`config.mk`:
```
export PLATFORM = sky130hd
export DESIGN_NAME = bpa_free_cnt
export DESIGN_NICKNAME = d
export VERILOG_FILES = /design/src/hw/rtl/bpa_pkg.sv /design/src/hw/rtl/bpa_free_cnt.sv
export SDC_FILE = /design/constraint.sdc
export NUM_CORES = 1
export LEC_CHECK = 0
export BUFFER_PORTS_ARGS = -buffer_cell sky130_fd_sc_hd__buf_2
export CORE_ASPECT_RATIO = 1.4
export CORE_MARGIN = 10
export CORE_UTILIZATION = 55
export CTS_CLUSTER_SIZE = 12
export DETAILED_ROUTE_END_ITERATION = 8
export PLACE_DENSITY = 0.71
export SLEW_MARGIN = 15
export SYNTH_ARGS = -nofsm -noshare
export SYNTH_HDL_FRONTEND = slang
export SYNTH_SLANG_ARGS = --single-unit
```
`constraint.sdc`:
```
create_clock -name clk -period 5.1 [get_ports clk]
set_input_delay 0.255 -clock clk [delete_from_list [all_inputs] [get_ports clk]]
set_output_delay 0.255 -clock clk [all_outputs]
set_load 0.02 [all_outputs]
```
`src/hw/rtl/bpa_pkg.sv`:
```
// ----------------------------------------------------------------------------
// bpa_pkg
// Shared types and constants of the buddy page allocator.
// ----------------------------------------------------------------------------
package bpa_pkg;

  // Fixed field widths of the channels
  localparam int PAGE_W = 12;
  localparam int ORD_W  = 4;
  localparam int STAT_W = 2;

  // Default pool geometry
  localparam int DEF_NUM_PAGES = 4096;
  localparam int DEF_TOP_ORDER = 10;

  // Command codes
  localparam logic CMD_ALLOC = 1'b0;
  localparam logic CMD_FREE  = 1'b1;

  // Result status codes
  localparam logic [STAT_W-1:0] ST_OK    = 2'd0;
  localparam logic [STAT_W-1:0] ST_NOMEM = 2'd1;
  localparam logic [STAT_W-1:0] ST_RANGE = 2'd2;

  // Sequencer states
  typedef enum logic [3:0] {
    S_CLEAR,
    S_IDLE,
    S_A_FIND,
    S_A_SCAN,
    S_A_TAKE,
    S_A_SRD,
    S_A_SWR,
    S_F_BRD,
    S_F_BCHK,
    S_F_PWR,
    S_F_FRD,
    S_F_FWR,
    S_RESP
  } bpa_state_t;

endpackage

```
`src/hw/rtl/bpa_free_cnt.sv`:
```
// ----------------------------------------------------------------------------
// bpa_free_cnt
// Per-order free block counters with one decrement and one increment a cycle.
// ----------------------------------------------------------------------------
module bpa_free_cnt import bpa_pkg::*; #(
  parameter int TOP_ORDER = DEF_TOP_ORDER,
  parameter int IW        = 4,
  parameter int CW        = 13
) (
  input  logic          clk,
  input  logic          rst_n,
  input  logic [IW-1:0] rd_idx,
  output logic [CW-1:0] rd_cnt,
  input  logic          dec_en,
  input  logic [IW-1:0] dec_idx,
  input  logic          inc_en,
  input  logic [IW-1:0] inc_idx
);

  logic [CW-1:0] cnt_r   [TOP_ORDER+1];
  logic [CW-1:0] cnt_nxt [TOP_ORDER+1];

  assign rd_cnt = cnt_r[rd_idx];

  // Apply the tag rewrite: drop the old order, add the new one
  always_comb begin
    for (int i = 0; i <= TOP_ORDER; i++) begin
      cnt_nxt[i] = cnt_r[i];
      if (dec_en && dec_idx == IW'(i) && cnt_r[i] != '0) begin
        cnt_nxt[i] = cnt_nxt[i] - CW'(1);
      end
      if (inc_en && inc_idx == IW'(i)) begin
        cnt_nxt[i] = cnt_nxt[i] + CW'(1);
      end
    end
  end

  always_ff @(posedge clk) begin
    for (int i = 0; i <= TOP_ORDER; i++) begin
      if (!rst_n) begin
        cnt_r[i] <= '0;
      end else begin
        cnt_r[i] <= cnt_nxt[i];
      end
    end
  end

endmodule
```
Yosys cells after proc, flatten, opt, wreduce, memory -nomap -nowiden
Memories as Yosys holds them, arrays and structs flattened.
Cells that the tools add are included.
- $add $sub $neg: 22
- eq/ne operators: 20
- muxes and demuxes: 35
- bitwise logic cells: 11
- reduce and logical (&&, ||, !) cells: 46
- operators by type and width (kind ; number):
    2-to-1 mux 13 bit ; 33
    adder 13 x 1 -> 13 bit (second input constant) ; 11
    nonzero test 13 bit ; 11
    subtractor 13 x 1 -> 13 bit (second input constant) ; 11
    logical AND 1 bit ; 33
    equality test 4 x 3 -> 1 bit (second input constant) ; 8
    equality test 4 bit (second input constant) ; 6
    equality test 4 x 2 -> 1 bit (second input constant) ; 4
    OR 1 bit ; 11
    equality test 4 x 1 -> 1 bit (second input constant) ; 2
    zero test 4 bit ; 2
    2-to-1 mux 1 bit ; 2
- bits in registers: 0
- RAM bits: 143
- word-level logic and storage cells: 135
- memories kept: 1
- memories (memory ; words ; bits a word ; rd ports ; clocked after memory_dff ; wr ports ; line ; source):
    cnt_r ; 11 ; 13 ; 12 ; 0 ; 11 ; bpa_free_cnt.sv:20 ; logic [CW-1:0] cnt_r [TOP_ORDER+1];

Depth between registers and ports, before layout
Gate-level depths: netlist of run 1.
- depth in word-level cells: 7
- gate-level depth with buffers: 14
- mapped depth without buffers: 13

Least setup slack after synthesis of run 1
Ideal clock, no wire load.
- kind: register to register
- start point: mem cnt_r[10][7]
- end point: mem cnt_r[10][12]
- setup time: 78 ps
- data arrival time: 2955 ps
- data required time: 5022 ps
- path slack: 2067 ps
- cell stages (with the launch flop): 12
- clock period less this slack: 3033 ps
- path through: dfxtp_1 clkbuf_1 nor4_1 nand3_1 o21ai_0 xnor2_1 ha_1 nand2_1 a211oi_1 o21ai_1 o31a_1 nor3_1
- RTL lines (element ; line):
    start: declaration ; bpa_free_cnt.sv:20

==> results of run 1 <==
cells in the final DEF (no fill, tap or decap), drive strengths merged, types with 37 or more instances in the layout:
master	instances
nor4	56
nand2	104
inv	37
dfxtp	143
nand4	39
nor3	104
xnor2	98
mux4	39
xor2	68
or3	42
nand3	72
a21oi	44
nor2	196
o21ai	42
area by class of cell:
type                    instances  area [um^2]
repair buffers                 34          198
inverters                      37          141
flip-flops and latches        143         2860
diodes                          1         2.50
fillers                      2080         9090
clock inverters                 9          180
clock buffers                  23          478
multi-input cells            1324         9200
well taps                     301          377
per-layer routing:
metal	wire length [um]	up-vias	global-route usage, %
met5	15	-	0
met2	18100	405	43.4
met1	14800	5767	28.3
met4	1790	2	13.0
met3	2090	97	3.64
li1	-	5879	-
where the power goes:
part / total, mW / internal (mW) / switching [mW] / leakage [nW]
Combinational: 0.216 / 0.0709 / 0.145 / 3.22
Clock: 1.42 / 0.909 / 0.511 / 0.318
Sequential: 1.13 / 1.12 / 0.0101 / 1.15
worst max-delay path: stages, from the launching register on:
cell                       delay [ps]
sky130_fd_sc_hd__dfxtp_1          380
sky130_fd_sc_hd__nor4_1           540
sky130_fd_sc_hd__nand3_1          340
sky130_fd_sc_hd__o21ai_0          530
sky130_fd_sc_hd__xnor2_1          240
sky130_fd_sc_hd__ha_1             210
sky130_fd_sc_hd__nand2_1          110
sky130_fd_sc_hd__a211oi_1         540
sky130_fd_sc_hd__o21ai_1          270
sky130_fd_sc_hd__o31a_1           290
sky130_fd_sc_hd__nor3_1           150
logic make-up after synthesis:
| family | after synthesis | share of synthesized area, % |
|---|---|---|
| xor gates and xnor gates | 166 | 11.6 |
| AOI/OAI and AO/OA | 235 | 13.2 |
| and+or+nand+nor | 805 | 34.5 |
| DFF | 143 | 22.8 |
| muxes | 85 | 10.8 |
| buffers and inverters | 120 | 3.76 |
| adders and majority gates | 33 | 3.30 |
how the worst max path moves through the flow:
stage,from,to,slack [ps],depth (start not counted)
final,cnt_r[10][7],cnt_r[10][12],1420,10
after global routing,cnt_r[3][0],cnt_r[3][12],1010,13
after CTS,cnt_r[10][7],cnt_r[10][12],1500,10
after detailed placement,cnt_r[3][0],cnt_r[3][12],1530,13
after global placement,cnt_r[10][7],cnt_r[10][12],1590,10
after floorplan,cnt_r[10][7],cnt_r[10][12],2070,11
==> parameters.txt, run 1 <==
Parameter                              Value

Final layout
  Relative area change from synthesis to final layout ... 7.22%
  Registers with the highest flip-flop counts ... cnt_r: 143 flops
  Final core utilization ... 59.6%
  Layout cell share with drive strength beyond 1 ... 9.62%
  Flip-flop count of the largest register after layout ... 143
  Biggest register ... cnt_r
  Final design instance area without fill ... 13400 um^2
  Final #Nets ... 1606
  Number of non-filler instances in the completed layout ... 1872

Clocking
  Buffer levels on the longest clock path ... 2
  Insertion delay to the later sink of the worst-skew pair ... 430 ps
  TritonCTS clock tree ... yes
  Post-cts gate resize count ... 0
  Number of clock buffers inserted by TritonCTS ... 17
  Clock-pin slew reported for the worst setup and hold paths after clock tree synthesis ... 60 ps
  Sink Count ... 143
  Post-CTS setup repair buffer count ... 0
  Root buffer cell ... sky130_fd_sc_hd__clkbuf_16
  Deepest level of the CTS H-tree ... 4
  Number of hold-repair buffers added at the cts stage ... 0

Floorplan
  Area of the die ... 29300 um^2
  Vertical extent of the die ... 199 um
  Core region area ... 22500 um^2
  Starting density of the core ... 55.6%
  Die Wd ... 148 um
  Number of core rows ... 65
  Top-level I/O count ... 29

Setup path
  Top fanout value on the critical path ... 8
  Worst path arrival time ... 4040 ps
  Critical path class ... reg -> reg
  Worst Setup End Kind ... flip-flop
  FF-to-FF path depth ... 10
  Reg-to-reg endpoint ... cnt_r[10][12]
  Crit path required time ... 5460 ps
  CP startpoint kind ... flip-flop
  Source of the worst register-to-register timing path ... cnt_r[10][7]
  Setup slack, reg-to-reg ... 1420 ps

STA
  Final setup violation count ... 0
  Maximum frequency from static timing analysis ... 0.272 GHz
  Slew HR ... 44.6%
  Number of pins exceeding their max-slew limit in the final report ... 0
  Setup slack of the critical path after layout ... 1420 ps
  Largest clock skew in the final design ... 7.48 ps
  Setup repair after global routing missed its margin ... false
  Hold WS ... 262 ps
  Post-route clock period utilization ... 72.1%
  Slew @ Worst Pin ... 824 ps
  Hold violation count in the final report ... 0
  Final-layout setup total negative slack ... 0 ps
  Fin crit period ... 3680 ps

Logic synthesis
  Post-synthesis cell area ... 12500 um^2
  Biggest area contributors in the synthesized netlist ... sky130_fd_sc_hd__dfxtp_1 23%, sky130_fd_sc_hd__mux4_2 7.0%, sky130_fd_sc_hd__xnor2_1 6.9%
  Number of synthesized register bits ... 143
  Library cells used by synthesis ... 82
  Leading cell type by number of instances after synthesis ... sky130_fd_sc_hd__nor2_1
  Share of synthesized flip-flops with an asynchronous set or reset ... 0%
  Warnings from Yosys ... 0
  Area leader, netlist ... sky130_fd_sc_hd__dfxtp_1
  Most used standard cells in the synthesized netlist ... 196 x sky130_fd_sc_hd__nor2_1, 143 x sky130_fd_sc_hd__dfxtp_1, 104 x sky130_fd_sc_hd__nand2_1
  Count of flip-flops with a built-in enable after synthesis ... 0
  Post-synthesis net count ... 1636
  Cells after synthesis ... 1587
  Average footprint of a synthesized cell ... 7.90 um^2
  Ys flop type ... sky130_fd_sc_hd__dfxtp_1
  Share of synthesized area occupied by flip-flops and latches ... 22.8%
  Synth top area share ... 22.8%

Placement
  DP Area ... 12800 um^2
  Final HPWL from detailed placement ... 28.0 mm
  Final GP Congestion ... 0.954
  Cell Count Post-Placement ... 1839
  Pre-CTS WS ... 1530 ps
  Port bufs ... 28

Pwr
  Worst-case vdd ir drop ... 0.247 mV
  Power density over the cells ... 206 nW/um^2
  Power consumption ... 2.77 mW
  Pleak ... 4.68 nW

GRT
  Pin count of the biggest net entering global routing ... 68
  GRT overflow ... 0
  Via count of the first global-routing pass ... 11.4k
  Global-route wire length before repair ... 58.7 mm
  Antenna violations before repair ... 1
  Total global routing track utilization ... 24.7%

Outcome
  Run status ... complete, no violations

Drt
  Remaining antenna violation count ... 0
  Detailed-routing iteration count for the pre-antenna-repair pass ... 5
  Detail-routed via count per cell ... 6.49
  Total Routed Length ... 36.8 mm
  Detail-routed net length per standard cell ... 19.6 um
  Vias ... 12.2k
  Number of violations reported at the end of detailed-routing iteration 0 ... 842
  DR DRC count ... 0

Job
  Count of max-cap constraint violations ... 0

Worst hold path
  Worst min-delay path startpoint ... inc_idx[3]
  Number of instances on the worst hold path ... 4
  Hold WC Path Type ... in -> reg
  Terminating pin of the worst hold path ... cnt_r[1][1]
Power figures use the tool's default switching activity.
==> inputs of run 2 (changes only) <==
Settings changed: ABC_AREA from default to 1, PLACE_DENSITY 0.71 to 0.74.
Clock period 5.1 ns to 3 ns, I/O delays scaled along.
==> run 2 against run 1 <==
Register-to-register slack got worse by 1100 ps. Sequential power increased by 71%. Maximum frequency increased by 39%. Core utilization decreased by 0.18 points. Flip-flop and latch count unchanged. Clock skew decreased by 0.70 ps. Global-route usage increased by 0.39 points. Power increased by 66%. Sequential share of layout area decreased by 1.9 points. Synthesized area increased by 10%. First-iteration DRC count increased by 15%. Via count increased by 23%. Largest power group unchanged.
==> parameters.txt, run 2 <==
Parameter                              Value

Outcome
  Run status ... complete, no violations

Clocking
  Deepest level of the CTS H-tree ... 4
  Number of clock buffers inserted by TritonCTS ... 17
  Buffer levels on the longest clock path ... 2
  Post-CTS setup repair buffer count ... 0
  Sink Count ... 143
  TritonCTS clock tree ... yes
  Root buffer cell ... sky130_fd_sc_hd__clkbuf_16
  Insertion delay to the later sink of the worst-skew pair ... 440 ps
  Clock-pin slew reported for the worst setup and hold paths after clock tree synthesis ... 60 ps

Setup path
  Setup slack, reg-to-reg ... 360 ps
  FF-to-FF path depth ... 20
  CP startpoint kind ... flip-flop
  Crit path required time ... 3380 ps
  Source of the worst register-to-register timing path ... cnt_r[0][0]
  Reg-to-reg endpoint ... cnt_r[0][12]
  Critical path class ... reg -> reg
  Worst Setup End Kind ... flip-flop
  Worst path arrival time ... 3020 ps
  Top fanout value on the critical path ... 12

Final layout
  Most common cell after layout, fill and taps aside ... sky130_fd_sc_hd__nand2_1
  Relative area change from synthesis to final layout ... 6.44%
  Most frequent cells in the layout ... 739 x sky130_fd_sc_hd__nand2_1, 388 x sky130_fd_sc_hd__nor2_1, 292 x sky130_fd_sc_hd__inv_1
  Final #Nets ... 2528
  Flip-flop count of the largest register after layout ... 143
  Number of antenna repair diodes ... 0
  Layout cell share with drive strength beyond 1 ... 8.92%
  Registers with the highest flip-flop counts ... cnt_r: 143 flops
  Number of fill cells ... 2525
  Biggest register ... cnt_r
  Final core utilization ... 59.5%

Logic synthesis
  Count of flip-flops with a built-in enable after synthesis ... 0
  Post-synthesis cell area ... 13800 um^2
  Most used standard cells in the synthesized netlist ... 739 x sky130_fd_sc_hd__nand2_1, 388 x sky130_fd_sc_hd__nor2_1, 292 x sky130_fd_sc_hd__inv_1
  Cells after synthesis ... 2471
  Library cells used by synthesis ... 43
  Average footprint of a synthesized cell ... 5.60 um^2
  Ys flop type ... sky130_fd_sc_hd__dfxtp_1
  Share of synthesized flip-flops with an asynchronous set or reset ... 0%
  Post-synthesis net count ... 2520
  Warnings from Yosys ... 0
  Leading cell type by number of instances after synthesis ... sky130_fd_sc_hd__nand2_1
  Number of synthesized register bits ... 143
  Area leader, netlist ... sky130_fd_sc_hd__dfxtp_1
  Share of synthesized area occupied by flip-flops and latches ... 20.7%
  Synth top area share ... 20.7%
  Biggest area contributors in the synthesized netlist ... sky130_fd_sc_hd__dfxtp_1 21%, sky130_fd_sc_hd__nand2_1 20%, sky130_fd_sc_hd__nor2_1 11%

Pwr
  Design internal power ... 3.20 mW
  Part of the power in registers ... 42.1%
  Part of the total power dissipated in combinational logic ... 15.5%
  Power density over the cells ... 312 nW/um^2
  Clock group share of total power ... 42.5%
  Pleak ... 7.48 nW
  Worst-case vdd ir drop ... 0.398 mV
  Switching share of power ... 30.5%
  Sw power ... 1.40 mW

Worst hold path
  Hold WC Path Type ... in -> reg
  Worst min-delay path startpoint ... inc_en
  Terminating pin of the worst hold path ... cnt_r[10][0]
  Number of instances on the worst hold path ... 5

STA
  Final setup violation count ... 0
  Maximum frequency from static timing analysis ... 0.378 GHz
  Slew HR ... 52.4%
  Final-layout setup total negative slack ... 0 ps
  Fin crit period ... 2640 ps
  Post-route clock period utilization ... 88.1%
  Hold violation count in the final report ... 0
  Largest clock skew in the final design ... 6.77 ps
  Slew @ Worst Pin ... 713 ps
  Setup repair after global routing missed its margin ... false
  Number of pins exceeding their max-slew limit in the final report ... 0

Floorplan
  Number of core rows ... 68
  Core region area ... 24800 um^2
  Vertical extent of the die ... 208 um
  Area of the die ... 32000 um^2
  Top-level I/O count ... 29
  Starting density of the core ... 55.9%
  Die Wd ... 154 um

Job
  Count of max-cap constraint violations ... 0

Drt
  DR DRC count ... 0
  Number of violations reported at the end of detailed-routing iteration 0 ... 970
  Remaining antenna violation count ... 0
  Detail-routed via count per cell ... 5.32
  Detailed-routing iteration count for the pre-antenna-repair pass ... 6
  Vias ... 14.9k
  Detail-routed net length per standard cell ... 14.6 um
  Total Routed Length ... 41.1 mm

Placement
  Final HPWL from detailed placement ... 32.9 mm
  Port bufs ... 28
  Final GP Congestion ... 0.996

GRT
  Fraction of met3 tracks used by global routing ... 4.10%
  Antenna violations before repair ... 0
  Total global routing track utilization ... 25.1%
  Via count of the first global-routing pass ... 13.8k
  GRT overflow ... 0
  Global-route wire length before repair ... 67.2 mm
  Most Crowded Layer GR ... met2
  Pin count of the biggest net entering global routing ... 67
  GR Layer Usage met2 ... 43.8%
  Met1 capacity usage during global routing ... 29.7%
## run 2: changes by cell type after synthesis, sizes merged, moves of 54 or more
cell   change
inv      +273
xnor2     -80
nand3    +139
nor2     +248
nand2    +685
a21oi    +110
o21ai    +102
nor4      -54
nor3      -71
## run 2: cell families (layout without fill, tap and decap cells)
| logic type | after synthesis | count (layout) | synth area share [%] |
|---|---|---|---|
| buffers and inverters | 375 | 394 | 10.8 |
| AND/OR/NAND/NOR | 1507 | 1507 | 47.6 |
| flip-flops | 143 | 143 | 20.7 |
| XOR/XNOR | 67 | 67 | 4.30 |
| adder cells (fa/ha/maj) | 33 | 33 | 2.99 |
| AO/OA/AOI/OAI | 345 | 345 | 13.6 |
| multiplexers | 1 | 1 | 0.0724 |
## run 2: worst max path at each step
stage | from | cells after the start | to | slack, ps
after floorplan | cnt_r[5][0] | 18 | cnt_r[5][12] | 730
final | cnt_r[0][0] | 20 | cnt_r[0][12] | 360
after CTS | cnt_r[0][0] | 20 | cnt_r[0][12] | 300
after detailed placement | cnt_r[0][0] | 20 | cnt_r[0][12] | 310
after global placement | cnt_r[0][0] | 20 | cnt_r[0][12] | 420
after global routing | cnt_r[0][0] | 20 | cnt_r[0][12] | 4
## run 2: worst max-delay path, cell delays in order, from the launching register on
cell                      delay (ps)
sky130_fd_sc_hd__dfxtp_1         360
sky130_fd_sc_hd__inv_1           130
sky130_fd_sc_hd__ha_1            230
sky130_fd_sc_hd__nand2_1          70
sky130_fd_sc_hd__nor2_1           40
sky130_fd_sc_hd__nand2_1         180
sky130_fd_sc_hd__nand2_4         150
sky130_fd_sc_hd__nand2_1          90
sky130_fd_sc_hd__nand2_1          80
sky130_fd_sc_hd__inv_1           110
sky130_fd_sc_hd__ha_1            150
sky130_fd_sc_hd__inv_1            40
sky130_fd_sc_hd__nor2_1          160
sky130_fd_sc_hd__nand3_2         130
sky130_fd_sc_hd__nor2_4          130
sky130_fd_sc_hd__nand2_2         100
sky130_fd_sc_hd__nor2_2          120
sky130_fd_sc_hd__nand2_1         100
sky130_fd_sc_hd__nand2_1          60
sky130_fd_sc_hd__nand2_1          50
sky130_fd_sc_hd__nor2_1          100
## run 2: power by group through the flow
stage / Clock [mW] / Sequential, mW / Combinational (mW)
after floorplan: 0 / 1.97 / 0.516
after global placement: 0 / 1.98 / 0.695
after detailed placement: 0 / 1.98 / 0.701
after CTS: 1.98 / 1.93 / 0.705
after global routing: 2.05 / 1.93 / 0.800
final: 1.95 / 1.93 / 0.712
## run 2: cell type report
type	instances	area, um^2	share of cell area [%]
tap	315	394	2.68
multi-input combinational	1953	9480	64.4
timing repair buffer	46	278	1.89
sequential	143	2860	19.4
inverter	318	1190	8.11
clock inverter	11	71.3	0.484
clock buffer	19	443	3.01
## run 2: timing repair
| action | in CTS | in global routing |
|---|---|---|
| endpoints found under the setup margin | 0 | 1 |
| gates resized for setup | 0 | 1 |
| hold buffers | 0 | 0 |
## run 2: routing by layer
metal / part of all wire, % / vias up
met3: 4.8 / 70
met2: 50 / 362
met1: 42 / 6665
li1: - / 7829
met5: 0 / -
met4: 3.0 / 0
## run 2: metrics by stage
step	area, um^2	total power, mW	cells	hold slack [ps]	worst slack, ps
2_1_floorplan	13800	2.48	2471	451	735
3_3_place_gp	14200	2.67	2775	607	420
3_5_place_dp	14200	2.68	2775	618	313
4_1_cts	14700	4.62	2805	180	296
5_1_grt	14700	4.78	2805	198	4.37
6_report	14700	4.60	2805	188	358
